`src/hdl/tse_pkg.sv`:
```
// Package for the Taylor series evaluator: field widths, series codes, types.
// No dependencies.
package tse_pkg;

  localparam int unsigned SumW = 48;

  typedef enum logic [1:0] {
    SER_EXP = 2'd0,
    SER_LN  = 2'd1,
    SER_SIN = 2'd2,
    SER_COS = 2'd3
  } series_t;

  // Request from the sequencer to the multiplier.
  typedef struct packed {
    logic            start;
    logic [SumW-1:0] a;
    logic [SumW-1:0] b;
  } mul_req_t;

  typedef struct packed {
    logic            done;
    logic            ovf;
    logic [SumW-1:0] prod;
  } mul_rsp_t;

endpackage

```
`src/hdl/tse_mul.sv`:
```
// Shared fixed-point multiplier: 48x48 magnitude product, one 24x48 partial
// product per cycle, rounded shift by the fraction width and saturation. Uses tse_pkg.
module tse_mul #(
  parameter int unsigned FracBits = 24
) (
  input  logic              clk,
  input  logic              rst_n,
  input  tse_pkg::mul_req_t req,
  output tse_pkg::mul_rsp_t rsp
);
  import tse_pkg::*;

  localparam int unsigned HalfW = SumW / 2;
  localparam int unsigned ProdW = 2 * SumW;

  logic [SumW-1:0]  ma_r, mb_r;
  logic             neg_r, busy_r, step_r, done_r;
  logic [ProdW-1:0] acc_r;
  logic [SumW-1:0]  prod_r;
  logic             ovf_r;

  logic [HalfW+SumW-1:0] pp;
  logic [ProdW-1:0]      acc_nxt, rnd;
  logic [ProdW-1:0]      shf;
  logic [SumW-1:0]       limit;
  logic                  sat;

  // one partial product per cycle: low half then high half of a
  assign pp = (step_r ? ma_r[SumW-1:HalfW] : ma_r[HalfW-1:0]) * mb_r;
  assign acc_nxt = step_r ? acc_r + ({{(ProdW-HalfW-SumW){1'b0}}, pp} << HalfW)
                          : {{(ProdW-HalfW-SumW){1'b0}}, pp};
  // rounding and saturation of the finished product
  assign rnd   = acc_r + (ProdW'(1) << (FracBits - 1));
  assign shf   = rnd >> FracBits;
  assign limit = neg_r ? {1'b1, {(SumW-1){1'b0}}} : {1'b0, {(SumW-1){1'b1}}};
  assign sat   = (shf[ProdW-1:SumW] != '0) || (shf[SumW-1:0] > limit);

  always_ff @(posedge clk) begin
    if (!rst_n) begin
      busy_r <= 1'b0;
      step_r <= 1'b0;
      done_r <= 1'b0;
    end else begin
      done_r <= 1'b0;
      if (req.start) begin
        busy_r <= 1'b1;
        step_r <= 1'b0;
        neg_r  <= req.a[SumW-1] ^ req.b[SumW-1];
        ma_r   <= req.a[SumW-1] ? -req.a : req.a;
        mb_r   <= req.b[SumW-1] ? -req.b : req.b;
      end else if (busy_r) begin
        acc_r <= acc_nxt;
        if (step_r) begin
          busy_r <= 1'b0;
          done_r <= 1'b1;
        end
        step_r <= ~step_r;
      end
    end
  end

  // final register: sign applied
  always_ff @(posedge clk) begin
    if (done_r) begin
      prod_r <= neg_r ? -(sat ? limit : shf[SumW-1:0]) : (sat ? limit : shf[SumW-1:0]);
      ovf_r  <= sat;
    end
  end

  logic fin_r;
  always_ff @(posedge clk) begin
    if (!rst_n) fin_r <= 1'b0;
    else        fin_r <= done_r;
  end

  assign rsp.done = fin_r;
  assign rsp.ovf  = ovf_r;
  assign rsp.prod = prod_r;

  a_done_once: assert property (@(posedge clk) disable iff (!rst_n)
    done_r |=> !done_r) else $error("multiplier done held two cycles");
  a_busy_done: assert property (@(posedge clk) disable iff (!rst_n)
    done_r |-> !busy_r) else $error("multiplier busy while done");
  a_fin: assert property (@(posedge clk) disable iff (!rst_n)
    done_r |=> fin_r) else $error("result register missed");
endmodule

```
`src/hdl/tse_div.sv`:
```
// Restoring divider for term magnitudes: rounded quotient, one bit per cycle.
// Uses tse_pkg.
module tse_div #(
  parameter int unsigned DivW = 12
) (
  input  logic                     clk,
  input  logic                     rst_n,
  input  logic                     start,
  input  logic [tse_pkg::SumW-1:0] dividend,
  input  logic [DivW-1:0]          divisor,
  output logic                     done,
  output logic [tse_pkg::SumW-1:0] quot
);
  import tse_pkg::*;

  localparam int unsigned NumW = SumW + 1;
  localparam int unsigned CntW = $clog2(NumW + 1);

  logic [NumW-1:0] num_r;
  logic [DivW:0]   rem_r;
  logic [DivW-1:0] d_r;
  logic [CntW-1:0] cnt_r;
  logic            busy_r, done_r, neg_r;
  logic [DivW:0]   trial;
  logic [DivW:0]   diff;
  logic [NumW-1:0] mag;

  assign mag   = dividend[SumW-1] ? -{1'b1, dividend} : {1'b0, dividend};
  assign trial = {rem_r[DivW-1:0], num_r[NumW-1]};
  assign diff  = trial - {1'b0, d_r};

  always_ff @(posedge clk) begin
    if (!rst_n) begin
      busy_r <= 1'b0;
      done_r <= 1'b0;
    end else begin
      done_r <= 1'b0;
      if (start) begin
        busy_r <= 1'b1;
        neg_r  <= dividend[SumW-1];
        d_r    <= divisor;
        // add half the divisor for round to nearest
        num_r  <= mag + NumW'(divisor >> 1);
        rem_r  <= '0;
        cnt_r  <= CntW'(NumW);
      end else if (busy_r) begin
        if (!diff[DivW]) begin
          rem_r <= diff;
          num_r <= {num_r[NumW-2:0], 1'b1};
        end else begin
          rem_r <= trial;
          num_r <= {num_r[NumW-2:0], 1'b0};
        end
        cnt_r <= cnt_r - 1'b1;
        if (cnt_r == CntW'(1)) begin
          busy_r <= 1'b0;
          done_r <= 1'b1;
        end
      end
    end
  end

  assign done = done_r;
  assign quot = neg_r ? -num_r[SumW-1:0] : num_r[SumW-1:0];

  a_cnt: assert property (@(posedge clk) disable iff (!rst_n)
    busy_r |-> cnt_r != '0) else $error("divider count ran out while busy");
  a_done: assert property (@(posedge clk) disable iff (!rst_n)
    done_r |-> !busy_r) else $error("divider done while busy");
  a_one: assert property (@(posedge clk) disable iff (!rst_n)
    done_r |=> !done_r) else $error("divider done twice");
endmodule

```
`src/hdl/taylor_series_evaluator_unit.sv`:
```
// Taylor series evaluator (exp, ln(1+x), sin, cos): sequencer, sum and output.
// Uses tse_pkg, tse_mul, tse_div.
//
// Usage: one request beat on in_* (series code, argument in signed fixed point
// with FracBits fraction bits, term count) gives one result beat on out_* (the
// saturated partial sum and an overflow flag). Term counts below 3 act as 3,
// above MaxTerms as MaxTerms.
// Each term takes one multiply on the shared multiplier (two 24x48 partial
// products, then round and saturate) and one rounded division on the
// bit-serial divider, then an add into the saturated sum; sin and cos first
// compute x*x on the multiplier.
// The unit holds one request at a time; in_tready is low from acceptance until
// the result beat is taken. The result sits in an output register; while the
// receiver stalls it holds and no new request is taken.
// Reset (rst_n low, synchronous) returns to idle and drops out_tvalid.
module taylor_series_evaluator_unit #(
  parameter int unsigned FracBits = 24,
  parameter int unsigned MaxTerms = 19
) (
  input  logic        clk,
  input  logic        rst_n,
  input  logic        in_tvalid,
  output logic        in_tready,
  input  logic [39:0] in_tdata,   // [1:0] req_type, [33:2] arg_value, [38:34] term_count
  output logic        out_tvalid,
  input  logic        out_tready,
  output logic [55:0] out_tdata   // [47:0] series_sum, [48] overflow_flag
);
  import tse_pkg::*;

  localparam int unsigned IdxW = $clog2(MaxTerms + 1);
  localparam int unsigned DivW = $clog2(4 * MaxTerms * MaxTerms + 1);

  typedef enum logic [6:0] {
    S_IDLE = 7'b0000001,
    S_X2   = 7'b0000010,
    S_MUL  = 7'b0000100,
    S_DIV  = 7'b0001000,
    S_ADD  = 7'b0010000,
    S_OUT  = 7'b0100000,
    S_WAIT = 7'b1000000
  } state_t;

  state_t          state_r, state_nxt;
  series_t         typ_r;
  logic [SumW-1:0] x_r, m_r, term_r, sum_r;
  logic [IdxW-1:0] i_r, n_r;
  logic            ovf_r, outv_r;
  logic [SumW-1:0] res_r;
  logic            reso_r;

  mul_req_t        mreq;
  mul_rsp_t        mrsp;
  logic            dstart, ddone;
  logic [SumW-1:0] dnum, dq;
  logic [DivW-1:0] dden;
  logic [DivW-1:0] i2;
  logic [SumW-1:0] nprod, nq, addend;
  logic            nprod_ovf, nq_ovf;
  logic [SumW:0]   s_ext;
  logic [SumW-1:0] s_sat;
  logic            s_ovf;
  logic [4:0]      tc;
  logic [SumW-1:0] one;
  logic            last;

  tse_mul #(.FracBits(FracBits)) u_mul (.clk, .rst_n, .req(mreq), .rsp(mrsp));
  tse_div #(.DivW(DivW)) u_div (.clk, .rst_n, .start(dstart), .dividend(dnum),
    .divisor(dden), .done(ddone), .quot(dq));

  assign one = SumW'(1) << FracBits;
  assign tc  = in_tdata[38:34];
  assign i2  = DivW'({i_r, 1'b0});
  assign last = (i_r == n_r - 1'b1);

  // saturating negate of product and of quotient
  assign nprod_ovf = (mrsp.prod == {1'b1, {(SumW-1){1'b0}}});
  assign nprod     = nprod_ovf ? {1'b0, {(SumW-1){1'b1}}} : -mrsp.prod;
  assign nq_ovf    = (dq == {1'b1, {(SumW-1){1'b0}}});
  assign nq        = nq_ovf ? {1'b0, {(SumW-1){1'b1}}} : -dq;

  // divisor and dividend by series; dividend taken straight off the product (negated for ln)
  always_comb begin
    unique case (typ_r)
      SER_EXP: dden = DivW'(i_r);
      SER_LN:  dden = DivW'(i_r) + DivW'(1);
      SER_SIN: dden = i2 * (i2 + DivW'(1));
      default: dden = (i2 - DivW'(1)) * i2;
    endcase
  end
  assign dnum   = (typ_r == SER_LN) ? nprod : mrsp.prod;
  assign dstart = (state_r == S_DIV) && mrsp.done;

  // saturated sum
  assign addend = ((typ_r == SER_SIN) || (typ_r == SER_COS)) ? nq : dq;
  assign s_ext  = {sum_r[SumW-1], sum_r} + {addend[SumW-1], addend};
  assign s_ovf  = s_ext[SumW] != s_ext[SumW-1];
  assign s_sat  = s_ovf ? (s_ext[SumW] ? {1'b1, {(SumW-1){1'b0}}}
                                       : {1'b0, {(SumW-1){1'b1}}}) : s_ext[SumW-1:0];

  // multiplier operands
  always_comb begin
    mreq.start = 1'b0;
    mreq.a     = term_r;
    mreq.b     = ((typ_r == SER_SIN) || (typ_r == SER_COS)) ? m_r : x_r;
    if (state_r == S_X2) begin
      mreq.a = x_r;
      mreq.b = x_r;
    end
    if (in_tvalid && in_tready && ((in_tdata[1:0] == SER_SIN) || (in_tdata[1:0] == SER_COS)))
      mreq.start = 1'b0;
    if (state_r == S_MUL) mreq.start = 1'b1;
    if (state_r == S_X2 && !mrsp.done && i_r == '0) mreq.start = 1'b1;
  end

  always_comb begin
    state_nxt = state_r;
    unique case (state_r)
      S_IDLE: if (in_tvalid) begin
        state_nxt = ((in_tdata[1:0] == SER_SIN) || (in_tdata[1:0] == SER_COS)) ? S_X2 : S_MUL;
      end
      S_X2:   if (mrsp.done) state_nxt = S_MUL;
      S_MUL:  state_nxt = S_DIV;
      S_DIV:  if (ddone) state_nxt = S_ADD;
      S_ADD:  state_nxt = last ? S_OUT : S_MUL;
      S_OUT:  state_nxt = S_WAIT;
      S_WAIT: if (out_tready) state_nxt = S_IDLE;
      default: state_nxt = S_IDLE;
    endcase
  end

  always_ff @(posedge clk) begin
    if (!rst_n) begin
      state_r <= S_IDLE;
      outv_r  <= 1'b0;
      i_r     <= '0;
    end else begin
      state_r <= state_nxt;
      unique case (state_r)
        S_IDLE: if (in_tvalid) begin
          typ_r <= series_t'(in_tdata[1:0]);
          x_r   <= SumW'(signed'(in_tdata[33:2]));
          n_r   <= (tc < 5'd3) ? IdxW'(3) :
                   (32'(tc) > MaxTerms) ? IdxW'(MaxTerms) : IdxW'(tc);
          ovf_r <= 1'b0;
          i_r   <= '0;
          if ((in_tdata[1:0] == SER_EXP) || (in_tdata[1:0] == SER_COS)) begin
            term_r <= one;
            sum_r  <= one;
          end else begin
            term_r <= SumW'(signed'(in_tdata[33:2]));
            sum_r  <= SumW'(signed'(in_tdata[33:2]));
          end
        end
        S_X2: begin
          if (mrsp.done) begin
            m_r   <= mrsp.prod;
            ovf_r <= ovf_r | mrsp.ovf;
          end
          i_r <= IdxW'(1);
        end
        S_MUL: if (i_r == '0) i_r <= IdxW'(1);
        S_DIV: if (mrsp.done) begin
          ovf_r <= ovf_r | mrsp.ovf | ((typ_r == SER_LN) && nprod_ovf);
          if (typ_r == SER_LN) term_r <= nprod;
          else if (typ_r == SER_EXP) m_r <= mrsp.prod;
          else x_r <= mrsp.prod;
        end
        S_ADD: begin
          sum_r <= s_sat;
          ovf_r <= ovf_r | s_ovf | (((typ_r == SER_SIN) || (typ_r == SER_COS)) && nq_ovf);
          if (typ_r != SER_LN) term_r <= ((typ_r == SER_SIN) || (typ_r == SER_COS)) ? nq : dq;
          i_r <= i_r + 1'b1;
        end
        S_OUT: begin
          res_r  <= sum_r;
          reso_r <= ovf_r;
          outv_r <= 1'b1;
        end
        S_WAIT: if (out_tready) outv_r <= 1'b0;
        default: ;
      endcase
    end
  end

  assign in_tready  = (state_r == S_IDLE);
  assign out_tvalid = outv_r;
  assign out_tdata  = {7'd0, reso_r, res_r};

  a_one_hot: assert property (@(posedge clk) disable iff (!rst_n)
    $onehot(state_r)) else $error("state not one-hot");
  a_valid_wait: assert property (@(posedge clk) disable iff (!rst_n)
    out_tvalid |-> state_r == S_WAIT) else $error("result shown outside wait");
  a_no_take: assert property (@(posedge clk) disable iff (!rst_n)
    out_tvalid |-> !in_tready) else $error("request taken while result pending");
  a_idx: assert property (@(posedge clk) disable iff (!rst_n)
    state_r == S_ADD |-> i_r < n_r) else $error("term index past count");
endmodule
```
`config.mk`:
```
export PLATFORM = sky130hd
export DESIGN_NAME = taylor_series_evaluator_unit
export DESIGN_NICKNAME = d
export VERILOG_FILES = /design/src/hdl/tse_pkg.sv /design/src/hdl/tse_mul.sv /design/src/hdl/tse_div.sv /design/src/hdl/taylor_series_evaluator_unit.sv
export SDC_FILE = /design/constraint.sdc
export NUM_CORES = 2
export LEC_CHECK = 0
export BUFFER_PORTS_ARGS = -buffer_cell sky130_fd_sc_hd__buf_4
export CAP_MARGIN = 25
export CORE_ASPECT_RATIO = 0.6
export CORE_MARGIN = 1
export CORE_UTILIZATION = 55
export CTS_CLUSTER_DIAMETER = 40
export DETAILED_ROUTE_END_ITERATION = 12
export PLACE_DENSITY = 0.71
export SYNTH_ARGS = -nofsm -noshare
export SYNTH_HDL_FRONTEND = slang
export SYNTH_SLANG_ARGS = --single-unit
```
`constraint.sdc`:
```
create_clock -name clk -period 17.6 [get_ports clk]
set_input_delay 1.76 -clock clk [delete_from_list [all_inputs] [get_ports clk]]
set_output_delay 1.76 -clock clk [all_outputs]
set_load 0.1 [all_outputs]
```
==> summary by stage <==
Run status
The run finished with clean final reports.

Floorplan
In this run the core area contains 109 standard-cell rows. The top-level port count is 102. The placeable core region is 147,700 sq um. The die height is 301.2 um. The total die area is 150,800 sq um. For this configuration, the core starts out at a cell density of 55.55%. From left edge to right edge, the die measures 500.6 um.

Synthesis
By area the synthesized netlist is led by fa_1 25%, edfxtp_1 20%, ha_1 6.7%. The combined area of all synthesized cells is 82,050 sq um. The cell with the most instances after synthesis is inv_1. The count of yosys warnings during synthesis is 0. Among all flip-flop cells after synthesis, the most frequent one is edfxtp_1. Summed over its instances, the top area cell type makes up 25.30% of the synthesized netlist area. The cell type contributing the most total cell area after synthesis is fa_1.

The flip-flop and latch count after synthesis is 565. The commonest cells after synthesis are 1,256 x inv_1, 1,255 x nand2_1, 1,037 x fa_1. Of the synthesized area, sequential elements account for 20.45%.

The post-synthesis average cell area is 8.885 sq um. Yosys mapped a number of flops with a built-in enable equal to 546. The cell count after synthesis came out at 9,235. In the synthesized netlist the async set-or-reset flop fraction comes to 0%. After synthesis, the netlist uses 106 different library cells.

Timing
Setup repair after global routing left no endpoint under its margin. The minimum period implied by the final worst setup slack is 13.38 ns. Measured against its own limit, the worst slew margin works out to 12.86%. The worst-case clock skew is 0.03755 ns. Dividing the final minimum period by the clock period gives 76.05%. The max-slew violation count was 0. The count of endpoints failing setup in the final report is 0. The top achievable clock speed is 0.07471 GHz. The summed negative setup slack over all endpoints is 0 ns. The transition at the pin with the smallest max-transition slack is 1.293 ns.

The number of endpoints with negative hold slack in the final report is 0.

Run
Max-cap violations in this run came to 0.

Setup path
The nature of the critical path endpoint is a register. The critical path is of the register to register type. STA puts the critical path data arrival time at 13.80 ns. The maximum fanout along the worst path is 48.

The cell at the slowest stage of the critical path is a211oi_1. The sort of element at the start of the critical path is a register. The critical path's most frequent cell is fa_1.

The largest stage delay on the critical path is 0.79 ns. The required time of the worst setup path is 18.01 ns.

Layout
The net count of the finished layout is 10,570. The ratio of cells with drive above 1 in the final layout is 5.863%. From synthesis to final layout, the design area changed by 6.580%.

Clock network
The post-cts gate resize count is 0. The number of hold buffers added after cts is 0. The master cell of the clock root buffer is clkbuf_16. The clock drives 565 sinks. At the later pin of the worst-skew pair, clock insertion delay measures 0.70 ns.

The post-CTS setup-driven buffer insertion count is 0. The CTS buffer count is 73. The clock transition at the registers of the reported paths is 0.06 ns. The clock tree synthesis step divided the H-tree into 3 levels. TritonCTS built the clock tree.

Counting along the longest clock path gives a buffer depth of 3.

Worst hold path
The type of the tightest min-delay check is register to register.

Placed design
The number of buffer cells added on primary ports is 93. The congestion estimate from routability-driven global placement came to 1.074. The post-detailed-placement half-perimeter wirelength is 221.7 mm.

Route
Detailed routing inserted a total of 69,500 vias. The final antenna-violating net count is 0. The average wire per cell in the routed design is 25.06 um.

The remaining design rule violation count is 0. In this run, the number of DRC markers left after iteration 0 of detailed routing was 9,372. After detailed routing, the number of vias per cell comes to 6.247. The pre-antenna-repair detailed-routing pass consisted of 11 iterations. Summed over all layers, the routed wires come to 278.8 mm.

Global routing
In the global route stage, overall resource usage came out at 37.11%. Global routing finished with a remaining overflow of 0. The first-pass GRT wire length is 419.5 mm. The largest net degree at the start of global routing is 89.

The via count of the first global-routing pass is 66,300. The initial antenna violation count was 21.
worst paths after layout:
check             depth (start not counted)    startpoint         endpoint  slack (ns)
setup / recovery                         39  u_mul.step_r  u_mul.acc_r[95]        4.22
hold / removal                            0     sum_r[16]        res_r[16]        0.46
setup reg to reg                         39  u_mul.step_r  u_mul.acc_r[95]        4.22
hold reg to reg                           0     sum_r[16]        res_r[16]        0.46
logic make-up after synthesis:
group | count (synthesis) | synth area share [%]
simple gates | 3122 | 18.84
compound gates | 1551 | 12.09
flops | 565 | 20.45
buf+inv | 1771 | 8.213
mux | 172 | 2.188
other cells | 1 | 0.004570
xor+xnor | 557 | 5.963
fa+ha+maj | 1496 | 32.25
area by class of cell:
type	instances	area, sq um
Multi-Input combinational cell	6905	58730
Antenna cell	19	47.55
Sequential cell	565	16780
Timing Repair Buffer	246	2172
Clock inverter	52	618.1
Tap cell	1998	2500
Inverter	1258	4722
Clock buffer	82	1881
Fill cell	12820	60250
critical path, delay by kind of cell (launching register included):
family	cells	cell delay, ns
xor+xnor	3	0.62
flops	1	0.74
simple gates	10	2.11
fa+ha+maj	9	4.58
mux	1	0.41
buf+inv	5	0.52
compound gates	11	3.97
state kept, by name, indices dropped and copies added (netlist names), 48 cells and up:
register      flops
m_r              48
u_mul.ma_r       48
u_mul.prod_r     48
u_div.num_r      49
u_mul.acc_r      73
res_r            48
x_r              48
u_mul.mb_r       48
term_r           48
sum_r            48
per-stage QoR:
stage               hold slack (ns)  std cells  utilization [%]  instance area, sq um  setup slack (ns)
floorplan                    0.4206       9241                -                 82070             6.558
global placement             0.4461      10940            57.11                 84350             4.342
detailed placement           0.4487      10950            57.24                 84540             4.255
CTS                          0.4497      11090            58.93                 87040             4.136
global route                 0.4560      11110            59.17                 87400             3.664
finish                       0.4626      11130            59.21                 87450             4.216
per-layer routing:
metal	global-route usage (%)	wire length, um	up-vias	part of all wire (%)
met4	6.553	4737	20	1.7
met5	0	885	-	0.32
met1	57.47	124000	34590	44
met3	17.47	46820	406	17
li1	-	-	30270	-
met2	46.01	102300	4223	37
placed cells by master (no fill, tap or decap), drive strengths merged, types with 56 or more instances in the layout:
cell type / Yosys / layout
inv: 1257 / 1277
nand2: 1272 / 1272
fa: 1037 / 1037
edfxtp: 546 / 546
ha: 441 / 441
a21oi: 404 / 404
and2: 393 / 393
nor2: 389 / 389
o21ai: 385 / 385
xnor2: 322 / 322
buf: 65 / 243
xor2: 234 / 234
nor3: 199 / 199
nor2b: 197 / 197
a21o: 193 / 193
nand3: 146 / 146
mux2i: 122 / 122
nand4: 97 / 97
clkbuf: 448 / 85
a31oi: 76 / 76
and3: 68 / 68
nor4: 66 / 66
o31ai: 62 / 62
nand2b: 61 / 61
or3: 59 / 59
o21a: 56 / 56
Power is left out: the tool's default activity adds up to more than one toggle a clock period on the data nets, which glitch-free logic cannot reach.
